### src/rtl/core/hsfc_pkg.sv
// ----------------------------------------------------------------------------
// HART slave frame checker package
// Shared widths, register indexes, status codes and the command code.
// ----------------------------------------------------------------------------
package hsfc_pkg;

  // Payload and configuration widths.
  localparam int unsigned ByteW     = 8;
  localparam int unsigned StatusW   = 2;
  localparam int unsigned PosW      = 9;
  localparam int unsigned CfgIdxW   = 3;
  localparam int unsigned CfgDataW  = 24;
  localparam int unsigned MfrW      = 6;

  // Header lengths, counted from the delimiter.
  localparam logic [PosW-1:0] ShortHdrLen = 9'd4;
  localparam logic [PosW-1:0] LongHdrLen  = 9'd8;

  // The address bits compared against the polling address or manufacturer.
  localparam logic [ByteW-1:0] AddrMask = 8'h3F;

  // Command that loads a new polling address.
  localparam logic [ByteW-1:0] CmdWritePollAddr = 8'd6;

  // Reset values of the configuration registers.
  localparam logic [ByteW-1:0] ShortDelimRst = 8'd2;
  localparam logic [ByteW-1:0] LongDelimRst  = 8'd130;

  // Configuration register indexes.
  typedef enum logic [CfgIdxW-1:0] {
    REG_SLAVE_ENABLE  = 3'd0,
    REG_SHORT_DELIM   = 3'd1,
    REG_LONG_DELIM    = 3'd2,
    REG_MFR_CODE      = 3'd3,
    REG_DEV_TYPE      = 3'd4,
    REG_DEV_SERIAL    = 3'd5
  } cfg_reg_e;

  // Frame status codes.
  typedef enum logic [StatusW-1:0] {
    ST_OK        = 2'd0,
    ST_BAD_DELIM = 2'd1,
    ST_BCC_ERR   = 2'd2,
    ST_ADDR_ERR  = 2'd3
  } status_e;

endpackage

### src/rtl/core/hsfc_if.sv
// ----------------------------------------------------------------------------
// HART slave frame checker channels
// Valid/ready channels for received bytes and for frame results.
// ----------------------------------------------------------------------------

// Received byte channel.
interface hsfc_byte_if;
  logic                      valid;
  logic                      ready;
  logic [hsfc_pkg::ByteW-1:0] data_byte;
  logic                      frame_start;

  modport source (output valid, output data_byte, output frame_start, input ready);
  modport sink   (input valid, input data_byte, input frame_start, output ready);
endinterface

// Frame result channel.
interface hsfc_result_if;
  logic                        valid;
  logic                        ready;
  logic [hsfc_pkg::StatusW-1:0] status;
  logic [hsfc_pkg::ByteW-1:0]   command;
  logic                        long_frame;
  logic [hsfc_pkg::ByteW-1:0]   polling_address;

  modport source (output valid, output status, output command, output long_frame,
                  output polling_address, input ready);
  modport sink   (input valid, input status, input command, input long_frame,
                  input polling_address, output ready);
endinterface

### src/rtl/core/hart_slave_frame_checker_unit.sv
// Path: an accepted byte is held in the input register and checked there; a
// result it causes is registered in the result register that drives rsp_o.
// Throughput: one byte per cycle unless a waiting result stalls, set by the
// single input register feeding the checking logic and the result register.
// Reset: asynchronous active low; frame state cleared, polling address 0,
// slave mode on, delimiters 2 (short) and 130 (long), identity all zero.
// ----------------------------------------------------------------------------
// HART slave frame checker
// Checks received master request frames byte by byte: delimiter, address,
// byte count and BCC; reports status, command, frame kind, polling address.
// ----------------------------------------------------------------------------
module hart_slave_frame_checker_unit (
  input  logic                              clk_i,
  input  logic                              rst_ni,
  // Configuration write port.
  input  logic                              cfg_we_i,
  input  logic [hsfc_pkg::CfgIdxW-1:0]      cfg_idx_i,
  input  logic [hsfc_pkg::CfgDataW-1:0]     cfg_data_i,
  // Byte and result channels.
  hsfc_byte_if.sink                         req_i,
  hsfc_result_if.source                     rsp_o
);

  // Configuration registers.
  logic                           slave_en_q;
  logic [hsfc_pkg::ByteW-1:0]     short_delim_q;
  logic [hsfc_pkg::ByteW-1:0]     long_delim_q;
  logic [hsfc_pkg::MfrW-1:0]      mfr_code_q;
  logic [hsfc_pkg::ByteW-1:0]     dev_type_q;
  logic [hsfc_pkg::CfgDataW-1:0]  dev_serial_q;

  // Input register.
  logic                           in_valid_q;
  logic [hsfc_pkg::ByteW-1:0]     in_byte_q;
  logic                           in_start_q;

  // Frame state.
  logic [hsfc_pkg::PosW-1:0]      pos_q, pos_d;
  logic                           active_q, active_d;
  logic                           is_long_q, is_long_d;
  logic [hsfc_pkg::ByteW-1:0]     bcc_q, bcc_d;
  logic [hsfc_pkg::ByteW-1:0]     len_q, len_d;
  logic                           addr_ok_q, addr_ok_d;
  logic [hsfc_pkg::ByteW-1:0]     cmd_q, cmd_d;
  logic [hsfc_pkg::ByteW-1:0]     first_q, first_d;
  logic [hsfc_pkg::ByteW-1:0]     poll_q, poll_d;

  // Result register.
  logic                           out_valid_q;
  hsfc_pkg::status_e              out_status_q;
  logic [hsfc_pkg::ByteW-1:0]     out_cmd_q;
  logic                           out_long_q;
  logic [hsfc_pkg::ByteW-1:0]     out_poll_q;

  // Result of the byte in the input register.
  logic                           res_valid;
  hsfc_pkg::status_e              res_status;
  logic [hsfc_pkg::ByteW-1:0]     res_cmd;
  logic                           res_long;

  logic                           advance;
  logic [hsfc_pkg::PosW-1:0]      hdr_len;
  logic                           at_bcc;
  logic [hsfc_pkg::ByteW-1:0]     masked_addr;

  // The checking stage moves on unless it would overwrite a waiting result.
  assign advance   = in_valid_q && (!out_valid_q || rsp_o.ready || !res_valid);
  assign req_i.ready = !in_valid_q || advance;

  // Configuration writes.
  always_ff @(posedge clk_i or negedge rst_ni) begin
    if (!rst_ni) begin
      slave_en_q    <= 1'b1;
      short_delim_q <= hsfc_pkg::ShortDelimRst;
      long_delim_q  <= hsfc_pkg::LongDelimRst;
      mfr_code_q    <= '0;
      dev_type_q    <= '0;
      dev_serial_q  <= '0;
    end else if (cfg_we_i) begin
      case (hsfc_pkg::cfg_reg_e'(cfg_idx_i))
        hsfc_pkg::REG_SLAVE_ENABLE: slave_en_q    <= cfg_data_i[0];
        hsfc_pkg::REG_SHORT_DELIM:  short_delim_q <= cfg_data_i[hsfc_pkg::ByteW-1:0];
        hsfc_pkg::REG_LONG_DELIM:   long_delim_q  <= cfg_data_i[hsfc_pkg::ByteW-1:0];
        hsfc_pkg::REG_MFR_CODE:     mfr_code_q    <= cfg_data_i[hsfc_pkg::MfrW-1:0];
        hsfc_pkg::REG_DEV_TYPE:     dev_type_q    <= cfg_data_i[hsfc_pkg::ByteW-1:0];
        hsfc_pkg::REG_DEV_SERIAL:   dev_serial_q  <= cfg_data_i;
        default: ;
      endcase
    end
  end

  // Input register: a new byte enters whenever the stage is free or moving.
  always_ff @(posedge clk_i or negedge rst_ni) begin
    if (!rst_ni) begin
      in_valid_q <= 1'b0;
    end else if (req_i.ready) begin
      in_valid_q <= req_i.valid;
    end
  end

  always_ff @(posedge clk_i) begin
    if (req_i.valid && req_i.ready) begin
      in_byte_q  <= req_i.data_byte;
      in_start_q <= req_i.frame_start;
    end
  end

  assign hdr_len     = is_long_q ? hsfc_pkg::LongHdrLen : hsfc_pkg::ShortHdrLen;
  assign at_bcc      = (pos_q >= hdr_len) && (pos_q == hdr_len + {1'b0, len_q});
  assign masked_addr = in_byte_q & hsfc_pkg::AddrMask;

  // Per-byte frame checking.
  always_comb begin
    pos_d      = pos_q;
    active_d   = active_q;
    is_long_d  = is_long_q;
    bcc_d      = bcc_q;
    len_d      = len_q;
    addr_ok_d  = addr_ok_q;
    cmd_d      = cmd_q;
    first_d    = first_q;
    poll_d     = poll_q;
    res_valid  = 1'b0;
    res_status = hsfc_pkg::ST_OK;
    res_cmd    = '0;
    res_long   = 1'b0;

    if (!slave_en_q) begin
      active_d = 1'b0;
    end else if (in_start_q) begin
      // Delimiter byte opens a new frame; an unknown delimiter is reported.
      pos_d     = 9'd1;
      bcc_d     = in_byte_q;
      len_d     = '0;
      addr_ok_d = 1'b1;
      cmd_d     = '0;
      first_d   = '0;
      if (in_byte_q == short_delim_q) begin
        is_long_d = 1'b0;
        active_d  = 1'b1;
      end else if (in_byte_q == long_delim_q) begin
        is_long_d = 1'b1;
        active_d  = 1'b1;
      end else begin
        is_long_d  = 1'b0;
        active_d   = 1'b0;
        res_valid  = 1'b1;
        res_status = hsfc_pkg::ST_BAD_DELIM;
      end
    end else if (active_q) begin
      if (at_bcc) begin
        // Checksum byte closes the frame; address error wins over BCC error.
        active_d  = 1'b0;
        res_valid = 1'b1;
        res_cmd   = cmd_q;
        res_long  = is_long_q;
        if (!addr_ok_q) begin
          res_status = hsfc_pkg::ST_ADDR_ERR;
        end else if (bcc_q != in_byte_q) begin
          res_status = hsfc_pkg::ST_BCC_ERR;
        end else begin
          res_status = hsfc_pkg::ST_OK;
        end
        if (res_status == hsfc_pkg::ST_OK && cmd_q == hsfc_pkg::CmdWritePollAddr &&
            len_q != '0) begin
          poll_d = first_q;
        end
      end else begin
        // Header and data bytes.
        if (!is_long_q) begin
          case (pos_q)
            9'd1: if (masked_addr != poll_q) addr_ok_d = 1'b0;
            9'd2: cmd_d   = in_byte_q;
            9'd3: len_d   = in_byte_q;
            9'd4: first_d = in_byte_q;
            default: ;
          endcase
        end else begin
          case (pos_q)
            9'd1: if (masked_addr[hsfc_pkg::MfrW-1:0] != mfr_code_q ||
                      masked_addr[hsfc_pkg::ByteW-1:hsfc_pkg::MfrW] != '0) begin
              addr_ok_d = 1'b0;
            end
            9'd2: if (in_byte_q != dev_type_q) addr_ok_d = 1'b0;
            9'd3: if (in_byte_q != dev_serial_q[23:16]) addr_ok_d = 1'b0;
            9'd4: if (in_byte_q != dev_serial_q[15:8]) addr_ok_d = 1'b0;
            9'd5: if (in_byte_q != dev_serial_q[7:0]) addr_ok_d = 1'b0;
            9'd6: cmd_d   = in_byte_q;
            9'd7: len_d   = in_byte_q;
            9'd8: first_d = in_byte_q;
            default: ;
          endcase
        end
        bcc_d = bcc_q ^ in_byte_q;
        pos_d = pos_q + 9'd1;
      end
    end
  end

  // Frame state registers.
  always_ff @(posedge clk_i or negedge rst_ni) begin
    if (!rst_ni) begin
      pos_q     <= '0;
      active_q  <= 1'b0;
      is_long_q <= 1'b0;
      bcc_q     <= '0;
      len_q     <= '0;
      addr_ok_q <= 1'b1;
      cmd_q     <= '0;
      first_q   <= '0;
      poll_q    <= '0;
    end else if (advance) begin
      pos_q     <= pos_d;
      active_q  <= active_d;
      is_long_q <= is_long_d;
      bcc_q     <= bcc_d;
      len_q     <= len_d;
      addr_ok_q <= addr_ok_d;
      cmd_q     <= cmd_d;
      first_q   <= first_d;
      poll_q    <= poll_d;
    end
  end

  // Result register.
  always_ff @(posedge clk_i or negedge rst_ni) begin
    if (!rst_ni) begin
      out_valid_q <= 1'b0;
    end else if (advance && res_valid) begin
      out_valid_q <= 1'b1;
    end else if (rsp_o.ready) begin
      out_valid_q <= 1'b0;
    end
  end

  always_ff @(posedge clk_i) begin
    if (advance && res_valid) begin
      out_status_q <= res_status;
      out_cmd_q    <= res_cmd;
      out_long_q   <= res_long;
      out_poll_q   <= poll_d;
    end
  end

  assign rsp_o.valid           = out_valid_q;
  assign rsp_o.status          = out_status_q;
  assign rsp_o.command         = out_cmd_q;
  assign rsp_o.long_frame      = out_long_q;
  assign rsp_o.polling_address = out_poll_q;

`ifndef ASSERT_OFF
  // A bad delimiter result carries no command and is never a long frame.
  a_bad_delim_fields: assert property (@(posedge clk_i) disable iff (!rst_ni)
    (out_valid_q && out_status_q == hsfc_pkg::ST_BAD_DELIM) |->
      (out_cmd_q == '0 && !out_long_q))
    else $error("bad delimiter result with command or long flag");

  // With slave mode off no new result appears.
  a_silent_when_off: assert property (@(posedge clk_i) disable iff (!rst_ni)
    (!slave_en_q && !out_valid_q) |=> !out_valid_q)
    else $error("result produced while slave mode is off");

  // An open frame always has a nonzero byte position.
  a_active_pos: assert property (@(posedge clk_i) disable iff (!rst_ni)
    active_q |-> (pos_q != '0))
    else $error("open frame with byte position zero");

  // The polling address only changes with a good command 6 result.
  a_poll_update: assert property (@(posedge clk_i) disable iff (!rst_ni)
    !$stable(poll_q) |->
      (out_valid_q && out_status_q == hsfc_pkg::ST_OK &&
       out_cmd_q == hsfc_pkg::CmdWritePollAddr && out_poll_q == poll_q))
    else $error("polling address changed without a good command 6");
`endif

endmodule
### src/flat_wrapper.sv
// flat-port wrapper written by rule: the top's interface ports become plain ports
module hart_slave_frame_checker_unit_flat 
  (clk_i, rst_ni, cfg_we_i, cfg_idx_i, cfg_data_i, req_i_valid, req_i_data_byte, req_i_frame_start, req_i_ready, rsp_o_valid, rsp_o_status, rsp_o_command, rsp_o_long_frame, rsp_o_polling_address, rsp_o_ready);
  hsfc_byte_if req_i_i ();
  hsfc_result_if rsp_o_i ();
  input  logic clk_i;
  input  logic rst_ni;
  input  logic cfg_we_i;
  input  logic [hsfc_pkg::CfgIdxW-1:0] cfg_idx_i;
  input  logic [hsfc_pkg::CfgDataW-1:0] cfg_data_i;
  input wire logic [$bits(req_i_i.valid)-1:0] req_i_valid;
  input wire logic [$bits(req_i_i.data_byte)-1:0] req_i_data_byte;
  input wire logic [$bits(req_i_i.frame_start)-1:0] req_i_frame_start;
  output wire logic [$bits(req_i_i.ready)-1:0] req_i_ready;
  output wire logic [$bits(rsp_o_i.valid)-1:0] rsp_o_valid;
  output wire logic [$bits(rsp_o_i.status)-1:0] rsp_o_status;
  output wire logic [$bits(rsp_o_i.command)-1:0] rsp_o_command;
  output wire logic [$bits(rsp_o_i.long_frame)-1:0] rsp_o_long_frame;
  output wire logic [$bits(rsp_o_i.polling_address)-1:0] rsp_o_polling_address;
  input wire logic [$bits(rsp_o_i.ready)-1:0] rsp_o_ready;
  assign req_i_i.valid = req_i_valid;
  assign req_i_i.data_byte = req_i_data_byte;
  assign req_i_i.frame_start = req_i_frame_start;
  assign req_i_ready = req_i_i.ready;
  assign rsp_o_valid = rsp_o_i.valid;
  assign rsp_o_status = rsp_o_i.status;
  assign rsp_o_command = rsp_o_i.command;
  assign rsp_o_long_frame = rsp_o_i.long_frame;
  assign rsp_o_polling_address = rsp_o_i.polling_address;
  assign rsp_o_i.ready = rsp_o_ready;
  hart_slave_frame_checker_unit u_core (.clk_i(clk_i), .rst_ni(rst_ni), .cfg_we_i(cfg_we_i), .cfg_idx_i(cfg_idx_i), .cfg_data_i(cfg_data_i), .req_i(req_i_i), .rsp_o(rsp_o_i));
endmodule
### config.mk
export PLATFORM = sky130hd
export DESIGN_NAME = hart_slave_frame_checker_unit_flat
export DESIGN_NICKNAME = d
export VERILOG_FILES = /design/src/rtl/core/hsfc_pkg.sv /design/src/rtl/core/hsfc_if.sv /design/src/rtl/core/hart_slave_frame_checker_unit.sv /design/src/flat_wrapper.sv
export SDC_FILE = /design/constraint.sdc
export NUM_CORES = 1
export LEC_CHECK = 0
export BUFFER_PORTS_ARGS = -buffer_cell sky130_fd_sc_hd__buf_2
export CORE_ASPECT_RATIO = 0.6
export CORE_UTILIZATION = 55
export DETAILED_ROUTE_END_ITERATION = 7
export GPL_TIMING_DRIVEN = 0
export PLACE_DENSITY = 0.75
export SLEW_MARGIN = 20
export SYNTH_ARGS = -nofsm -noshare
export SYNTH_HDL_FRONTEND = slang
export SYNTH_SLANG_ARGS = --single-unit
export TNS_END_PERCENT = 20
### constraint.sdc
create_clock -name clk_i -period 4.34 [get_ports clk_i]
set_clock_uncertainty 0.2 [all_clocks]
set_input_delay 0.868 -clock clk_i [delete_from_list [all_inputs] [get_ports clk_i]]
set_output_delay 0.868 -clock clk_i [all_outputs]
set_load 0.05 [all_outputs]
==> flow_metrics.py, run 1 <==
metrics = {
    "run_status": {
        "outcome": "completed",
    },
    "hold_path": {
        "hp-class": "input pin to async pin",
    },
    "pwr": {
        "comb_power_share_pct": 24.6,
        "pwr-share-clk_pct": 32.8,
        "intPower_mw": 3.02,
        "seq_power_share_pct": 42.6,
        "peakVddDrop_mv": 0.285,
        "switching_share_pct": 30.7,
        "p_sw_mw": 1.34,
        "power_density_mw_per_mm2": 533,
        "leakage_nw": 3.57,
    },
    "yosys": {
        "ys_warn_count": 0,
        "synth_flop_cell": "dfrtp_1",
        "avgSynthCellArea_sq_um": 12.4,
        "synthArstFlopShare_pct": 79.6,
        "netlist_instances": 560,
        "synth-edff-count": 28,
        "yosysSeqAreaShare_pct": 51.4,
        "synth_cell_types": 62,
        "synth_seq_cells": 137,
        "synthesis.nets": 610,
        "syn_area_sq_mm": 0.00695,
    },
    "worst_setup_path": {
        "path_common_cell": "inv_1",
        "endpoint_kind": "output pin",
        "critPathRequiredTime_ns": 3.27,
        "start_kind": "register",
        "cp_cell_sequence": "inv_4, ha_1, inv_1, fa_2, nand3b_1, xnor2_2, and3_4, nand4_4, a21oi_4, inv_1, buf_2",
        "cp_max_fo": 7,
        "cp_slowest_stage_delay_ns": 0.47,
        "arrival_ns": 3.12,
        "critPathKind": "register to output pin",
        "slowest_stage": "dfrtp_2",
        "cp_num_buf_inv": 4,
        "critPathTopFamily": "simple AND/OR/NAND/NOR gates",
    },
    "drt": {
        "routedWlPerCell_um": 20.2,
        "routed_wl_um": 16700,
        "drtIter0Drc": 363,
        "vias": 4870,
        "viasPerCell": 5.91,
        "drc": 0,
        "dr.pass1.iters": 5,
        "postRouteAntennaNets": 0,
    },
    "place": {
        "place_congestion": 0.942,
        "place.detailed.hpwl_um": 11800,
        "io_buffers": 60,
    },
    "sta": {
        "fin_crit_ns": 4.19,
        "drv_slew": 0,
        "rsz0062_at_grt": "false",
        "slew_headroom_pct": 42.8,
        "worstMarginPinSlew_ns": 0.855,
        "fmax_mhz": 239,
        "final_min_period_over_clock_period_pct": 96.5,
        "hold_violations": 0,
        "setup_violations": 0,
        "hold_ws_ns": 0.176,
        "setup_tns_ns": 0,
    },
    "layout": {
        "antennaDiodeCount": 0,
        "area_delta_synth_final_pct": 17.7,
        "drive_gt1_share_pct": 35.4,
        "final_common_cell": "dfrtp_1",
        "mostFrequentLayoutCells": "103 x dfrtp_1, 80 x mux2_2, 65 x buf_2, 40 x xnor2_1, 38 x xor2_1",
        "final_nets": 696,
    },
    "grt": {
        "antenna_found_initial": 1,
        "overflow": 0,
        "gr-usage-all-layers_pct": 27.4,
        "grt_pass1_wl_um": 26300,
        "grt_pass1_vias": 4998,
        "grt_max_degree": 59,
    },
    "cts": {
        "hold_buffers": 0,
        "clockRootBuffer": "clkbuf_16",
        "tritoncts": "done",
        "htreeDepth": 4,
        "cts_buffers": 17,
        "insertion_delay_ns": 0.43,
        "clock_sink_count": 137,
        "cts_buffer_depth": 2,
        "clk_pin_slew_ns": 0.06,
    },
    "die": {
        "pin_count": 62,
        "rows": 31,
        "die_w_um": 147,
        "die_h_um": 89.1,
        "start_util_pct": 57.1,
        "core_sq_mm": 0.0122,
        "dieArea_sq_mm": 0.0131,
    },
    "job": {
        "drv_cap": 0,
    },
}
## sequential cells by signal, summed over array words and instances, names as in the netlist, 2 cells and up
name / count
u_core.rsp_o.command: 8
u_core.first_q: 8
u_core.long_delim_q: 8
u_core.cmd_q: 8
u_core.rsp_o.status: 2
u_core.dev_type_q: 8
u_core.dev_serial_q: 24
u_core.poll_q: 8
u_core.in_byte_q: 8
u_core.pos_q: 9
u_core.short_delim_q: 8
u_core.bcc_q: 8
u_core.len_q: 8
u_core.mfr_code_q: 6
u_core.rsp_o.polling_address: 8
## layer usage
layer	vias up	GRT usage, %	wire [um]
met3	24	6.99	1260
met2	201	40.7	7240
li1	2204	-	-
met1	2439	38.4	7900
met5	-	0	22
met4	2	12.1	240
## what timing repair did
item,4_1_cts,5_1_grt
buffers inserted,1,5
pin swaps,1,2
endpoints found under the setup margin,1,1
gates resized for setup,7,3
## path summary, 6_finish.rpt
kind	slack [ns]	cells after the start	from	endpoint
setup reg to reg	0.53	13	u_core.is_long_q$_DFFE_PN0P_	u_core.rsp_o.command[3]$_SDFFCE_PP0P_
hold reg to reg	0.32	1	u_core.first_q[1]$_DFFE_PN0P_	u_core.first_q[1]$_DFFE_PN0P_
setup / recovery	0.15	11	u_core.is_long_q$_DFFE_PN0P_	req_i_ready
hold / removal	0.18	1	rst_ni	u_core.short_delim_q[6]$_DFFE_PN0P_
min in group clk_i	0.32	1	u_core.first_q[1]$_DFFE_PN0P_	u_core.first_q[1]$_DFFE_PN0P_
max in group asynchronous	3.06	2	rst_ni	u_core.slave_en_q$_DFFE_PN1P_
## power groups by stage
| stage | registers (mW) | logic (mW) | clock network [mW] |
|---|---|---|---|
| after global routing | 1.90 | 1.17 | 1.50 |
| final | 1.86 | 1.07 | 1.43 |
| after CTS | 1.85 | 1.05 | 1.44 |
| after floorplan | 1.86 | 0.753 | 0 |
| after global placement | 1.86 | 0.980 | 0 |
| after detailed placement | 1.87 | 1.03 | 0 |
## cell families after synthesis
| group | Yosys count | synth area share, % |
|---|---|---|
| flip-flops | 137 | 51.4 |
| adder cells (fa/ha/maj) | 9 | 1.73 |
| AND/OR/NAND/NOR | 129 | 10.6 |
| multiplexers | 99 | 16.8 |
| XOR/XNOR | 79 | 9.95 |
| AO/OA/AOI/OAI | 62 | 6.66 |
| buffers and inverters | 45 | 2.86 |
## layout make-up
class / count / area, sq um
Buffer: 24 / 120
Clock buffer: 23 / 500
Inverter: 20 / 77.6
Multi-Input combinational cell: 378 / 3220
Fill cell: 907 / 3990
Timing Repair Buffer: 68 / 394
Clock inverter: 9 / 90.1
Sequential cell: 137 / 3580
Tap cell: 165 / 206
## cell usage after synthesis, drive strengths merged, types with 10 or more instances
master / count / share of area [%]
xor2: 38 / 4.8
nand3: 10 / 0.72
nor4: 10 / 0.90
nor2: 21 / 1.3
mux2: 96 / 16
a31oi: 12 / 1.4
inv: 20 / 1.1
and3: 13 / 1.2
and2: 10 / 0.92
clkbuf: 10 / 0.54
a21oi: 13 / 0.94
nand2: 16 / 0.86
dfrtp: 104 / 37
edfxtp: 28 / 12
buf: 15 / 1.2
xnor2: 41 / 5.2
nand4: 14 / 1.5
nor3: 11 / 0.86
## stage by stage
| stage | setup WS (ns) | cell area [sq um] | util, % | std cells | total power, mW |
|---|---|---|---|---|---|
| floorplan | 0.391 | 6950 | - | 560 | 2.61 |
| global placement | -0.557 | 7460 | 61.3 | 785 | 2.84 |
| detailed placement | -0.0626 | 7510 | 61.7 | 787 | 2.90 |
| CTS | 0.00211 | 8130 | 66.7 | 819 | 4.35 |
| global route | 0.00116 | 8190 | 67.2 | 824 | 4.56 |
| finish | 0.150 | 8190 | 67.2 | 824 | 4.37 |
Power figures use the tool's default switching activity.
==> run 2, diff against run 1 <==
--- a/config.mk
+++ b/config.mk
@@ -7,10 +7,12 @@
 export LEC_CHECK = 0
 export BUFFER_PORTS_ARGS = -buffer_cell sky130_fd_sc_hd__buf_2
 export CORE_ASPECT_RATIO = 0.6
-export CORE_UTILIZATION = 55
+export CORE_UTILIZATION = 54
 export DETAILED_ROUTE_END_ITERATION = 7
 export GPL_TIMING_DRIVEN = 0
-export PLACE_DENSITY = 0.75
+export PLACE_DENSITY = 0.76
+export RECOVER_POWER = 100
+export SKIP_LAST_GASP = 1
 export SLEW_MARGIN = 20
 export SYNTH_ARGS = -nofsm -noshare
 export SYNTH_HDL_FRONTEND = slang
==> constraint.sdc (replaced) <==
create_clock -name clk_i -period 3.45 [get_ports clk_i]
set_clock_uncertainty 0.2 [all_clocks]
set_input_delay 0.69 -clock clk_i [delete_from_list [all_inputs] [get_ports clk_i]]
set_output_delay 0.69 -clock clk_i [all_outputs]
set_load 0.05 [all_outputs]
==> flow_metrics.py, run 2 (synthesized netlist as in run 1, its figures left out) <==
metrics = {
    "run_status": {
        "outcome": "finished with violations",
        "violations": "max-capacitance violations, max-slew violations, negative setup slack",
    },
    "pwr": {
        "power_density_mw_per_mm2": 671,
        "peakVddDrop_mv": 0.347,
        "leakage_nw": 3.58,
    },
    "die": {
        "dieArea_sq_mm": 0.0134,
        "start_util_pct": 56.6,
        "die_w_um": 149,
        "rows": 31,
        "die_h_um": 89.9,
        "pin_count": 62,
        "core_sq_mm": 0.0123,
    },
    "sta": {
        "drv_slew": 31,
        "setup_tns_ns": -0.169,
        "rsz0062_at_grt": "true",
        "hold_violations": 0,
        "final_min_period_over_clock_period_pct": 104,
        "fin_crit_ns": 3.59,
        "setup_violations": 10,
        "slew_headroom_pct": -11.1,
        "fin_ws_ns": -0.139,
        "worstMarginPinSlew_ns": 1.67,
        "fmax_mhz": 279,
        "hold_ws_ns": 0.240,
    },
    "worst_setup_path": {
        "endpoint_kind": "output pin",
        "critPathKind": "register to output pin",
        "cp_max_fo": 3,
        "cp_slowest_stage_delay_ns": 0.43,
        "arrival_ns": 2.70,
        "critPathRequiredTime_ns": 2.56,
        "slowest_stage": "dfrtp_2",
        "cp_cell_sequence": "inv_4, ha_4, inv_2, fa_2, nand3b_1, xnor2_2, and3_4, nand4_4, a21oi_4, inv_2, buf_8",
        "cp_num_buf_inv": 4,
        "start_kind": "register",
        "path_common_cell": "inv_2",
        "critPathTopFamily": "simple AND/OR/NAND/NOR gates",
    },
    "layout": {
        "mostFrequentLayoutCells": "103 x dfrtp_1, 72 x mux2_2, 42 x buf_2, 40 x xnor2_1, 38 x xor2_1",
        "antennaDiodeCount": 0,
        "largest_reg_flops": 24,
        "drive_gt1_share_pct": 34.8,
        "reg_top3": "u_core.dev_serial_q: 24 flops, u_core.pos_q: 9 flops",
        "area_delta_synth_final_pct": 19.3,
        "final_common_cell": "dfrtp_1",
        "regMostFlops": "u_core.dev_serial_q",
        "final_util_pct": 67.5,
        "stdcell_count": 832,
        "final_nets": 704,
    },
    "drt": {
        "routedWlPerCell_um": 20.3,
        "postRouteAntennaNets": 0,
        "viasPerCell": 5.96,
        "routed_wl_um": 16900,
        "drc": 0,
        "vias": 4961,
        "dr.pass1.iters": 5,
        "drtIter0Drc": 395,
    },
    "place": {
        "io_buffers": 60,
        "placed_cells": 786,
        "place_congestion": 0.916,
        "place.detailed.hpwl_um": 11700,
    },
    "cts": {
        "htreeDepth": 4,
        "clk_pin_slew_ns": 0.06,
        "cts_buffer_depth": 2,
        "cts_buffers": 17,
        "clock_sink_count": 137,
        "insertion_delay_ns": 0.42,
        "clockRootBuffer": "clkbuf_16",
        "tritoncts": "done",
    },
    "job": {
        "drv_cap": 1,
    },
    "grt": {
        "antenna_found_initial": 0,
        "grt_pass1_wl_um": 26700,
        "overflow": 0,
        "grt_max_degree": 81,
        "gr-usage-all-layers_pct": 26.8,
        "grt_pass1_vias": 4989,
    },
    "hold_path": {
        "hp-class": "input pin to register",
    },
}
[run 2: cell count changes in the layout (fill, tap and decap cells not counted), moves of 4 or more]
| cell | delta |
|---|---|
| clkbuf_1 | +16 |
| buf_2 | -23 |
| buf_1 | -4 |
| mux2_2 | -8 |
| mux2_4 | +7 |
| clkbuf_2 | +6 |
| buf_4 | +4 |
[run 2: stage by stage]
step / setup slack (ns) / power [mW] / area [sq um]
2_1_floorplan: -0.0485 / 3.29 / 6970
3_3_place_gp: -0.713 / 3.57 / 7470
3_5_place_dp: -0.779 / 3.65 / 7510
4_1_cts: -0.232 / 5.54 / 8230
5_1_grt: -0.220 / 5.82 / 8300
6_report: -0.139 / 5.57 / 8300
[run 2: timing repair]
action / CTS / global route
hold endpoints to repair: 28 / 0
hold buffers: 1 / 0
resized for setup: 20 / 21
gates cloned: 0 / 1
pin swaps: 9 / 6
setup endpoints to repair: 92 / 79
setup buffers: 7 / 6
[run 2: path summary, 6_finish.rpt]
path,from,endpoint,depth (start not counted),slack [ns]
worst max-delay path,u_core.is_long_q$_DFFE_PN0P_,req_i_ready,11,-0.14
worst min-delay path,req_i_data_byte[1],u_core.in_byte_q[1]$_DFFE_PP_,1,0.24
worst max register to register,u_core.is_long_q$_DFFE_PN0P_,u_core.rsp_o.polling_address[1]$_DFFE_PP_,12,-0.01
worst min register to register,u_core.mfr_code_q[4]$_DFFE_PN0P_,u_core.mfr_code_q[4]$_DFFE_PN0P_,1,0.32
max in group asynchronous,rst_ni,u_core.is_long_q$_DFFE_PN0P_,3,0.53
min in group asynchronous,rst_ni,u_core.short_delim_q[4]$_DFFE_PN0P_,2,1.03
[run 2: worst register-to-register path: stages (launching register included)]
cell	delay [ns]
dfrtp_2	0.43
inv_4	0.09
ha_4	0.14
inv_2	0.04
fa_2	0.38
nand2b_1	0.16
or3_1	0.30
o211a_2	0.16
nand4_4	0.13
buf_4	0.23
a31oi_4	0.16
buf_6	0.20
a21oi_2	0.47
[run 2: final cells by class]
class | count | area (sq um)
Tap cell | 165 | 206
Clock buffer | 17 | 425
Buffer | 24 | 138
Timing Repair Buffer | 75 | 422
Sequential cell | 137 | 3580
Clock inverter | 15 | 168
Fill cell | 861 | 4000
Multi-Input combinational cell | 379 | 3290
Inverter | 20 | 77.6
[run 2: power breakdown]
| group | internal [mW] | switching, mW |
|---|---|---|
| sequential | 2.03 | 0.321 |
| clock | 1.08 | 0.752 |
| combinational | 0.695 | 0.688 |
[run 2: routing by layer]
layer	up-vias	share of wire, %	track usage, %
met2	208	43	37.9
met1	2515	47	39.9
li1	2216	-	-
met3	22	8.5	7.11
met4	0	1.3	8.42
met5	-	0	0
==> run 3, diff against run 2 <==
--- a/config.mk
+++ b/config.mk
@@ -5,12 +5,12 @@
 export SDC_FILE = /design/constraint.sdc
 export NUM_CORES = 1
 export LEC_CHECK = 0
-export BUFFER_PORTS_ARGS = -buffer_cell sky130_fd_sc_hd__buf_2
 export CORE_ASPECT_RATIO = 0.6
-export CORE_UTILIZATION = 54
+export CORE_UTILIZATION = 55
 export DETAILED_ROUTE_END_ITERATION = 7
+export DONT_BUFFER_PORTS = 1
 export GPL_TIMING_DRIVEN = 0
-export PLACE_DENSITY = 0.76
+export PLACE_DENSITY = 0.73
 export RECOVER_POWER = 100
 export SKIP_LAST_GASP = 1
 export SLEW_MARGIN = 20
==> flow_metrics.py, run 3 (synthesized netlist as in run 1, its figures left out) <==
metrics = {
    "place": {
        "place.detailed.hpwl_um": 11400,
        "place_congestion": 0.904,
        "io_buffers": 0,
    },
    "cts": {
        "tritoncts": "done",
        "htreeDepth": 4,
        "clockRootBuffer": "clkbuf_16",
        "insertion_delay_ns": 0.42,
        "cts_buffer_depth": 2,
        "clk_pin_slew_ns": 0.06,
        "clock_sink_count": 137,
        "cts_buffers": 17,
    },
    "layout": {
        "final_common_cell": "dfrtp_1",
        "final_util_pct": 66.0,
        "largest_reg_flops": 24,
        "final_nets": 648,
        "area_delta_synth_final_pct": 15.6,
        "antennaDiodeCount": 0,
        "mostFrequentLayoutCells": "103 x dfrtp_1, 72 x mux2_2, 39 x xnor2_1, 38 x xor2_1, 28 x edfxtp_1",
        "reg_top3": "u_core.dev_serial_q: 24 flops, u_core.pos_q: 9 flops",
        "drive_gt1_share_pct": 32.9,
        "regMostFlops": "u_core.dev_serial_q",
    },
    "drt": {
        "routed_wl_um": 17200,
        "drc": 0,
        "routedWlPerCell_um": 22.1,
        "dr.pass1.iters": 5,
        "viasPerCell": 6.14,
        "postRouteAntennaNets": 0,
        "vias": 4767,
        "drtIter0Drc": 566,
    },
    "pwr": {
        "peakVddDrop_mv": 0.398,
        "power_density_mw_per_mm2": 683,
        "finalPower_mw": 5.49,
        "leakage_nw": 3.42,
    },
    "worst_setup_path": {
        "r2r_cells": 15,
        "start_kind": "register",
        "r2r-start": "u_core.is_long_q$_DFFE_PN0P_",
        "slowest_stage": "fa_2",
        "cp_cell_sequence": "inv_4, ha_4, inv_2, fa_2, xnor2_2, nor4_2, and3_4, nand4_4, a21oi_4, inv_4",
        "crit_path_start": "u_core.is_long_q$_DFFE_PN0P_",
        "critPathRequiredTime_ns": 2.56,
        "arrival_ns": 2.65,
        "cp_slowest_stage_delay_ns": 0.56,
        "cp_max_fo": 2,
        "path_common_cell": "inv_4",
        "critPathKind": "register to output pin",
        "endpoint_kind": "output pin",
    },
    "die": {
        "dieArea_sq_mm": 0.0131,
        "core_sq_mm": 0.0122,
        "start_util_pct": 57.1,
        "rows": 31,
        "pin_count": 62,
        "die_h_um": 89.1,
        "die_w_um": 147,
    },
    "sta": {
        "drv_slew": 110,
        "worstMarginPinSlew_ns": 2.42,
        "slew_headroom_pct": -61.3,
        "fmax_mhz": 282,
        "fin_ws_ns": -0.0928,
        "setup_violations": 10,
        "final_min_period_over_clock_period_pct": 103,
        "rsz0062_at_grt": "true",
        "hold_violations": 0,
        "fin_crit_ns": 3.54,
    },
    "job": {
        "drv_cap": 1,
    },
    "hold_path": {
        "hp-start": "req_i_data_byte[3]",
        "hp-class": "input pin to register",
        "hold_path_depth": 0,
    },
    "grt": {
        "antenna_found_initial": 0,
        "grt_pass1_vias": 4665,
        "grt_pass1_wl_um": 25800,
        "gr-usage-all-layers_pct": 26.9,
        "overflow": 0,
        "grt_max_degree": 110,
    },
    "run_status": {
        "violations": "max-capacitance violations, max-slew violations, negative setup slack",
        "outcome": "finished with violations",
    },
}
## run 3: per-stage QoR
step / cells / setup WS [ns] / area [sq um] / setup TNS [ns] / hold WS, ns
6_report: 776 / -0.0928 / 8040 / -0.392 / 0.160
5_1_grt: 776 / -0.184 / 8040 / -2.79 / 0.145
4_1_cts: 768 / -0.0983 / 7910 / -0.650 / 0.0324
3_5_place_dp: 725 / -0.690 / 7170 / -49.46 / 0.197
3_3_place_gp: 725 / -0.667 / 7170 / -47.96 / 0.198
2_1_floorplan: 560 / -0.0485 / 6970 / -0.0902 / 0.194
## run 3: routing by layer
metal	part of all wire (%)	track usage, %	routed length [um]
met1	47	38.5	8030
met2	44	39.8	7550
met3	7.9	7.70	1360
met4	1.4	8.25	243
met5	0	0	0
## run 3: final cells by class
| cell class | instances | area [sq um] |
|---|---|---|
| Buffer | 24 | 149 |
| Clock buffer | 19 | 443 |
| Clock inverter | 13 | 123 |
| Fill cell | 895 | 4140 |
| Inverter | 20 | 80.1 |
| Multi-Input combinational cell | 379 | 3310 |
| Sequential cell | 137 | 3580 |
| Tap cell | 165 | 206 |
| Timing Repair Buffer | 19 | 155 |
## run 3: final timing paths
check,slack (ns),endpoint
worst max register to register,-0.05,u_core.poll_q[0]$_DFFE_PN0N_
worst max-delay path,-0.09,req_i_ready
worst min-delay path,0.16,u_core.in_byte_q[3]$_DFFE_PP_
max in group asynchronous,0.62,u_core.is_long_q$_DFFE_PN0P_
min in group asynchronous,0.80,u_core.short_delim_q[3]$_DFFE_PN0P_
worst min register to register,0.33,u_core.short_delim_q[5]$_DFFE_PN0P_
## run 3: worst max-delay path, delay by kind of cell (launching register included)
family	cells	cell delay [ns]
compound gates	1	0.21
xor+xnor	1	0.08
fa+ha+maj	2	0.69
buf+inv	3	0.23
flops	1	0.43
simple gates	3	0.58
## run 3: power breakdown
group | switching, mW | internal, mW | leakage (nW)
clock | 0.726 | 1.02 | 0.266
sequential | 0.397 | 2.04 | 1.62
combinational | 0.625 | 0.689 | 1.53
## run 3: timing repair
action,CTS,global route
buffers inserted,10,8
cloned,1,0
pin swaps,6,7
hold buffers,1,0
gates resized for setup,17,29
endpoints found under the setup margin,91,57
endpoints found under the hold margin,109,0
